**config.mk**
```make
export PLATFORM = sky130hd
export DESIGN_NAME = pic_proj
export DESIGN_NICKNAME = d
export VERILOG_FILES = /design/src/pic_pkg.sv /design/src/pic_proj.sv
export SDC_FILE = /design/constraint.sdc
export NUM_CORES = 2
export LEC_CHECK = 0
export BUFFER_PORTS_ARGS = -buffer_cell sky130_fd_sc_hd__clkbuf_2
export CORE_ASPECT_RATIO = 2
export CORE_MARGIN = 5
export CORE_UTILIZATION = 51
export CTS_CLUSTER_SIZE = 25
export DETAILED_ROUTE_END_ITERATION = 16
export PLACE_DENSITY = 0.74
export SYNTH_ARGS = -nofsm -noshare
export SYNTH_HDL_FRONTEND = slang
export SYNTH_SLANG_ARGS = --single-unit
```
**constraint.sdc**
```tcl
create_clock -name i_clk -period 9.3 [get_ports i_clk]
set_input_delay 1.86 -clock i_clk [delete_from_list [all_inputs] [get_ports i_clk]]
set_output_delay 1.86 -clock i_clk [all_outputs]
set_load 0.005 [all_outputs]
```
**src/pic_pkg.sv**
```systemverilog
// Types, widths, register codes and helpers for the point-in-capsule test
`default_nettype none

package pic_pkg;

    localparam int COORD_W   = 16;
    localparam int COMP_W    = 16;
    localparam int AXIS_FRAC = 14;
    localparam int NUM_AXES  = 3;
    localparam int R_W       = 15;
    localparam int CFG_W     = 3 * COMP_W;
    localparam int CFG_IDX_W = 3;

    localparam int DELTA_W   = ((COORD_W > COMP_W) ? COORD_W : COMP_W) + 1;
    localparam int PROD_W    = DELTA_W + COMP_W;
    localparam int SUM_W     = PROD_W + 2;
    localparam int PROJ_W    = SUM_W - AXIS_FRAC;
    localparam int OFFP_W    = COMP_W + R_W;
    localparam int OFF_W     = OFFP_W - AXIS_FRAC;
    localparam int V_W       = ((DELTA_W > OFF_W) ? DELTA_W : OFF_W) + 1;
    localparam int SQ_W      = 2 * R_W;
    localparam int XZ_SUM_W  = SQ_W + 1;
    localparam int V_SUM_W   = SQ_W + 2;

    localparam int NUM_STAGES = 6;

    localparam logic [CFG_W-1:0] AXIS_X_RST = CFG_W'(1 << AXIS_FRAC);
    localparam logic [CFG_W-1:0] AXIS_Y_RST = CFG_W'(1 << AXIS_FRAC) << COMP_W;
    localparam logic [CFG_W-1:0] AXIS_Z_RST = CFG_W'(1 << AXIS_FRAC) << (2 * COMP_W);

    typedef enum logic [CFG_IDX_W-1:0] {
        CFG_CENTER   = 3'd0,
        CFG_AXIS_X   = 3'd1,
        CFG_AXIS_Y   = 3'd2,
        CFG_AXIS_Z   = 3'd3,
        CFG_RADIUS   = 3'd4,
        CFG_HALF_LEN = 3'd5
    } t_cfg_idx;

    typedef logic signed [DELTA_W-1:0] t_delta;
    typedef t_delta t_delta_vec [NUM_AXES];

    // Load enables of the two projection stages
    typedef struct packed {
        logic prod_en;
        logic sum_en;
    } t_proj_adv;

    // Early-out decisions carried down the back end of the pipe
    typedef struct packed {
        logic xz_over;
        logic body;
        logic v_over;
    } t_flags;

    function automatic logic signed [COMP_W-1:0] comp_of(
        input logic [CFG_W-1:0] vec,
        input int unsigned      idx
    );
        return vec[idx*COMP_W +: COMP_W];
    endfunction

endpackage

`default_nettype wire

```
**src/pic_proj.sv**
```systemverilog
// Two-stage projection of a delta vector onto one Q1.14 axis
`default_nettype none

module pic_proj (
    input  logic                                i_clk,
    input  pic_pkg::t_proj_adv                  i_adv,
    input  pic_pkg::t_delta_vec                 i_delta,
    input  logic [pic_pkg::CFG_W-1:0]           i_axis,
    output logic signed [pic_pkg::PROJ_W-1:0]   o_proj
);

    logic signed [pic_pkg::PROD_W-1:0] r_prod [pic_pkg::NUM_AXES];
    logic signed [pic_pkg::PROD_W-1:0] w_a    [pic_pkg::NUM_AXES];
    logic signed [pic_pkg::PROD_W-1:0] w_b    [pic_pkg::NUM_AXES];
    logic signed [pic_pkg::SUM_W-1:0]  w_sum;
    logic signed [pic_pkg::PROJ_W-1:0] r_proj;

    always_comb begin
        for (int i = 0; i < pic_pkg::NUM_AXES; i++) begin
            w_a[i] = pic_pkg::PROD_W'(i_delta[i]);
            w_b[i] = pic_pkg::PROD_W'(pic_pkg::comp_of(i_axis, i));
        end
    end

    always_ff @(posedge i_clk) begin
        if (i_adv.prod_en) begin
            for (int i = 0; i < pic_pkg::NUM_AXES; i++) begin
                r_prod[i] <= w_a[i] * w_b[i];
            end
        end
    end

    assign w_sum = pic_pkg::SUM_W'(r_prod[0]) + pic_pkg::SUM_W'(r_prod[1])
                 + pic_pkg::SUM_W'(r_prod[2]);

    // Dropping the fraction bits of the sum is the floor shift
    always_ff @(posedge i_clk) begin
        if (i_adv.sum_en) begin
            r_proj <= w_sum[pic_pkg::SUM_W-1:pic_pkg::AXIS_FRAC];
        end
    end

    assign o_proj = r_proj;

endmodule

`default_nettype wire

```
== Word-level counts from Yosys, hierarchy flattened ==
Memory sizes are Yosys's and may differ from the RTL's.
Index checks and enable logic that the tools add are counted.
Storage, ports and cells
  memories: 1
  register bits after elaboration: 21
  bits of input ports: 102
  word-level logic and storage cells: 9
  RAM bits: 99
  output and inout bits: 21
Memories
  r_prod: words 3, width 33, read ports 3, clocked after memory_dff 0, write ports 3, line pic_proj.sv:12  | logic signed [pic_pkg::PROD_W-1:0] r_prod [pic_pkg::NUM_AXES];
Operators by class
  multipliers: 3
  add/sub/neg operators: 2
  mux-type cells: 2
Operators by type and width (number)
  $mul 17x16->33: 3
  $add 34x33->35: 1
  $add 33x33->34: 1
  $mux 1: 2

== Longest topological paths before layout ==
  depth in word-level cells: 2
  mapped depth: 26
  mapped depth without buffers: 25

== Least setup slack after synthesis ==
Ideal clock, no wire load.
  path type: in2reg
  start: in i_axis[7] (netlist bit)
  end: mem r_prod[0][32] (netlist bit) (data pin)
  cell stages on the path: 25
  data arrival time: 7607 ps
  setup time: 260 ps
  buffers on the path: 2
  setup slack: 1433 ps
  data required time: 9040 ps
  cell sequence: clkbuf_1 -> clkbuf_1 -> nand2_1 -> fa_1 -> inv_1 -> fa_1 -> inv_1 -> fa_1 -> inv_1 -> fa_1 -> fa_1 -> inv_1 -> fa_1 -> inv_1 -> ha_1 -> a21o_1 -> a21o_1 -> a21oi_1 -> nor2b_1 -> a221o_1 -> a2111oi_2 -> nor3_1 -> a21o_1 -> a21oi_2 -> xnor2_1
RTL lines
  from (decl): line pic_proj.sv:8  | input logic [pic_pkg::CFG_W-1:0] i_axis,
  to (decl): line pic_proj.sv:12

==> metrics <==
clock skew=0.0140 ns; Slew Viols, Final=0; critical path class=in -> reg; WHS Path Cells=3; Die ar.=0.0761 mm^2; Slew HR=0.355; period utilization=0.853; number of global-route vias before repair=28605; Pre-antenna DRT Iters=5; Yosys reg bits=120; PostCTS Resize Cnt=0; total CTS buffers=17; RSZ-0062 raised after global routing=no; crit-path most repeated cell=fa_1; share of layout cells above drive strength 1=0.0449; FF-to-FF Start=r_prod[0][35]; Seq/Total Area, Yosys=0.100; Netlist cell types=55; crit path DAT=8.09 ns; crit start category=input pin; width of the chip=198 um; Hold WC Path Type=reg -> reg; Top Ports=123; final wirelength=89700 um; pre-CTS setup slack=1.03 ns; Initial DRC Count=1174; via count=24897; Post-CTS Setup Bufs=0; Yosys top cell area share=0.479; Async S/R FF share, synth=0; Reg2Reg Depth=12; minimum hold slack=0.906 ns; Syn Inst Count=3651; fmax=0.126 GHz; measured slew at the worst slew-check pin=0.968 ns; Worst Path Required=9.46 ns; core area=0.0698 mm^2; Worst-path clk slew=0.06 ns; min-delay src=r_prod[0][88]; area delta synth->final=5.37%; initial antenna violation count=3; WHS Endpoint=o_proj[8]; ys flop type=edfxtp_1; minimum clock period=7.93 ns; Final Hold Viols=0; gr ovfl total=0; maxcap violations=0; DR vias/cell=5.41; Max FO, Critical Path=16; count of nets after finishing=4930; final antenna-violating net count=0; first-pass GRT wire length=146000 um; # rows=137; Post-Syn Area=0.0359 mm^2; Root Driver=clkbuf_16; Reg-to-Reg End=o_proj[20]; Setup-failing EPs final=0; drt wl/cell=19.5 um; Detailed Place HPWL=76000 um; GPL Wtd Cong=0.949; Critical-path top delay cell=a2111oi_0; clk sinks=120; starting density of the core=0.515; Final Instance Area=0.0378 mm^2; critical path cell sequence=clkbuf_2, and2_1, fa_1, inv_1, fa_1, fa_1, inv_1, fa_1, fa_1, fa_1, ha_1, a211oi_1, o211a_1, o21ai_1, a2111oi_0, nor3_1, nor2_1, o2111ai_1, o31ai_1, xnor2_1; placed inst area=0.0373 mm^2; clock tree from TritonCTS=built; EDFF count, synth=120; fin worst setup slack=1.37 ns; status=complete, no violations; pin count of the biggest net entering global routing=78; biggest area consumer among synthesized cells=fa_1; syn_nets=4898; Post-route DRC=0; crit path capture type=register; chip height=385 um; Synth Area per Inst=9.84 um^2; GRT Total Usage=0.246; Total Neg Setup Slack=0 ns; YS warnings=0; PortBufs=122; Longest Clk Path Bufs=2; Worst-Skew Late Latency=0.41 ns; reg2reg setup slack=5.19 ns; largest cells by area after synthesis=fa_1 (48%), edfxtp_1 (10%), ha_1 (9.9%), inv_1 (9.5%), and2_1 (6.8%); H-tree depth=4; CTS Hold Bufs=0; Critical Path Max Stage Delay=0.61 ns
-- flip-flops by register name, indices dropped and copies added (netlist names) --
signal,cells
r_prod,99
o_proj,21
-- metrics by stage --
stage,instances,utilization
4_1_cts,4599,0.542
5_1_grt,4599,0.542
3_5_place_dp,4567,0.534
3_3_place_gp,4567,0.534
2_1_floorplan,3651,-
6_report,4602,0.542
-- placed cells by master, fill, tap and decap left out, types with 21 or more instances in the layout --
master | Yosys | routed
o21ai_0 | 35 | 35
nand2b_1 | 22 | 22
ha_1 | 285 | 285
fa_1 | 860 | 860
nor2_1 | 83 | 83
xnor2_1 | 99 | 99
clkbuf_2 | 0 | 121
edfxtp_1 | 120 | 120
xor2_1 | 31 | 31
inv_1 | 908 | 908
and2_1 | 388 | 388
a21oi_1 | 91 | 91
a21o_1 | 44 | 44
nand2_1 | 404 | 404
o21bai_1 | 21 | 21
-- cell usage after synthesis, types with 2 or more instances --
cell / count
inv_1: 908
fa_1: 860
nand2_1: 404
and2_1: 388
ha_1: 285
edfxtp_1: 120
clkbuf_1: 112
xnor2_1: 99
a21oi_1: 91
nor2_1: 83
a21o_1: 44
o21ai_0: 35
xor2_1: 31
nand2b_1: 22
o21bai_1: 21
nand3_1: 17
nor3_1: 16
nor2b_1: 13
o21a_1: 12
a31oi_1: 10
nand4_1: 10
o31ai_1: 8
a211oi_1: 6
o21ai_1: 6
and3_1: 5
o211ai_1: 4
o2111ai_1: 3
a2111oi_0: 2
a21boi_0: 2
a221o_1: 2
a31o_1: 2
a31o_2: 2
and4_1: 2
o211a_1: 2
o41ai_1: 2
or2_2: 2
or3_1: 2
-- worst max-delay path by stage --
stage | start | endpoint | slack (ns)
floorplan | i_axis[7] | r_prod[0][32] | 1.43
global placement | i_axis[1] | r_prod[0][32] | 1.13
detailed placement | i_axis[1] | r_prod[0][32] | 1.03
CTS | i_delta[8] | r_prod[0][98] | 1.36
global route | i_axis[36] | r_prod[0][98] | 0.96
finish | i_delta[8] | r_prod[0][98] | 1.37
-- critical path: cells and delay by family --
| family | cells | cell delay, ns |
|---|---|---|
| adders and majority gates | 7 | 3.35 |
| and+or+nand+nor | 3 | 0.66 |
| AOI/OAI and AO/OA | 6 | 1.72 |
| xor gates and xnor gates | 1 | 0.11 |
| buffers and inverters | 3 | 0.37 |
-- kinds of logic after synthesis --
group / synth area share
flip-flops: 0.100
adder cells (fa/ha/maj): 0.579
AO/OA/AOI/OAI: 0.0487
XOR/XNOR: 0.0317
buffers and inverters: 0.107
AND/OR/NAND/NOR: 0.134
-- cell type report --
type                    count  area (um^2)
diodes                      3         7.51
clock buffers              18          429
clock inverters            14          148
fillers                  6069        31900
inverters                 908         3410
multi-input cells        2511        28500
flip-flops and latches    120         3600
well taps                 903         1130
repair buffers            125          636
-- layer usage --
| layer | global-route usage | vias to the layer above | wire length (um) |
|---|---|---|---|
| met1 | 0.247 | 12778 | 28400 |
| met5 | 0 | - | 0 |
| met3 | 0.0285 | 384 | 3970 |
| met2 | 0.466 | 865 | 49500 |
| met4 | 0.166 | 0 | 7800 |
| li1 | - | 10870 | - |
Power is not shown: default switching activity piles up to over one toggle a cycle in this logic, so the estimate is an artifact.
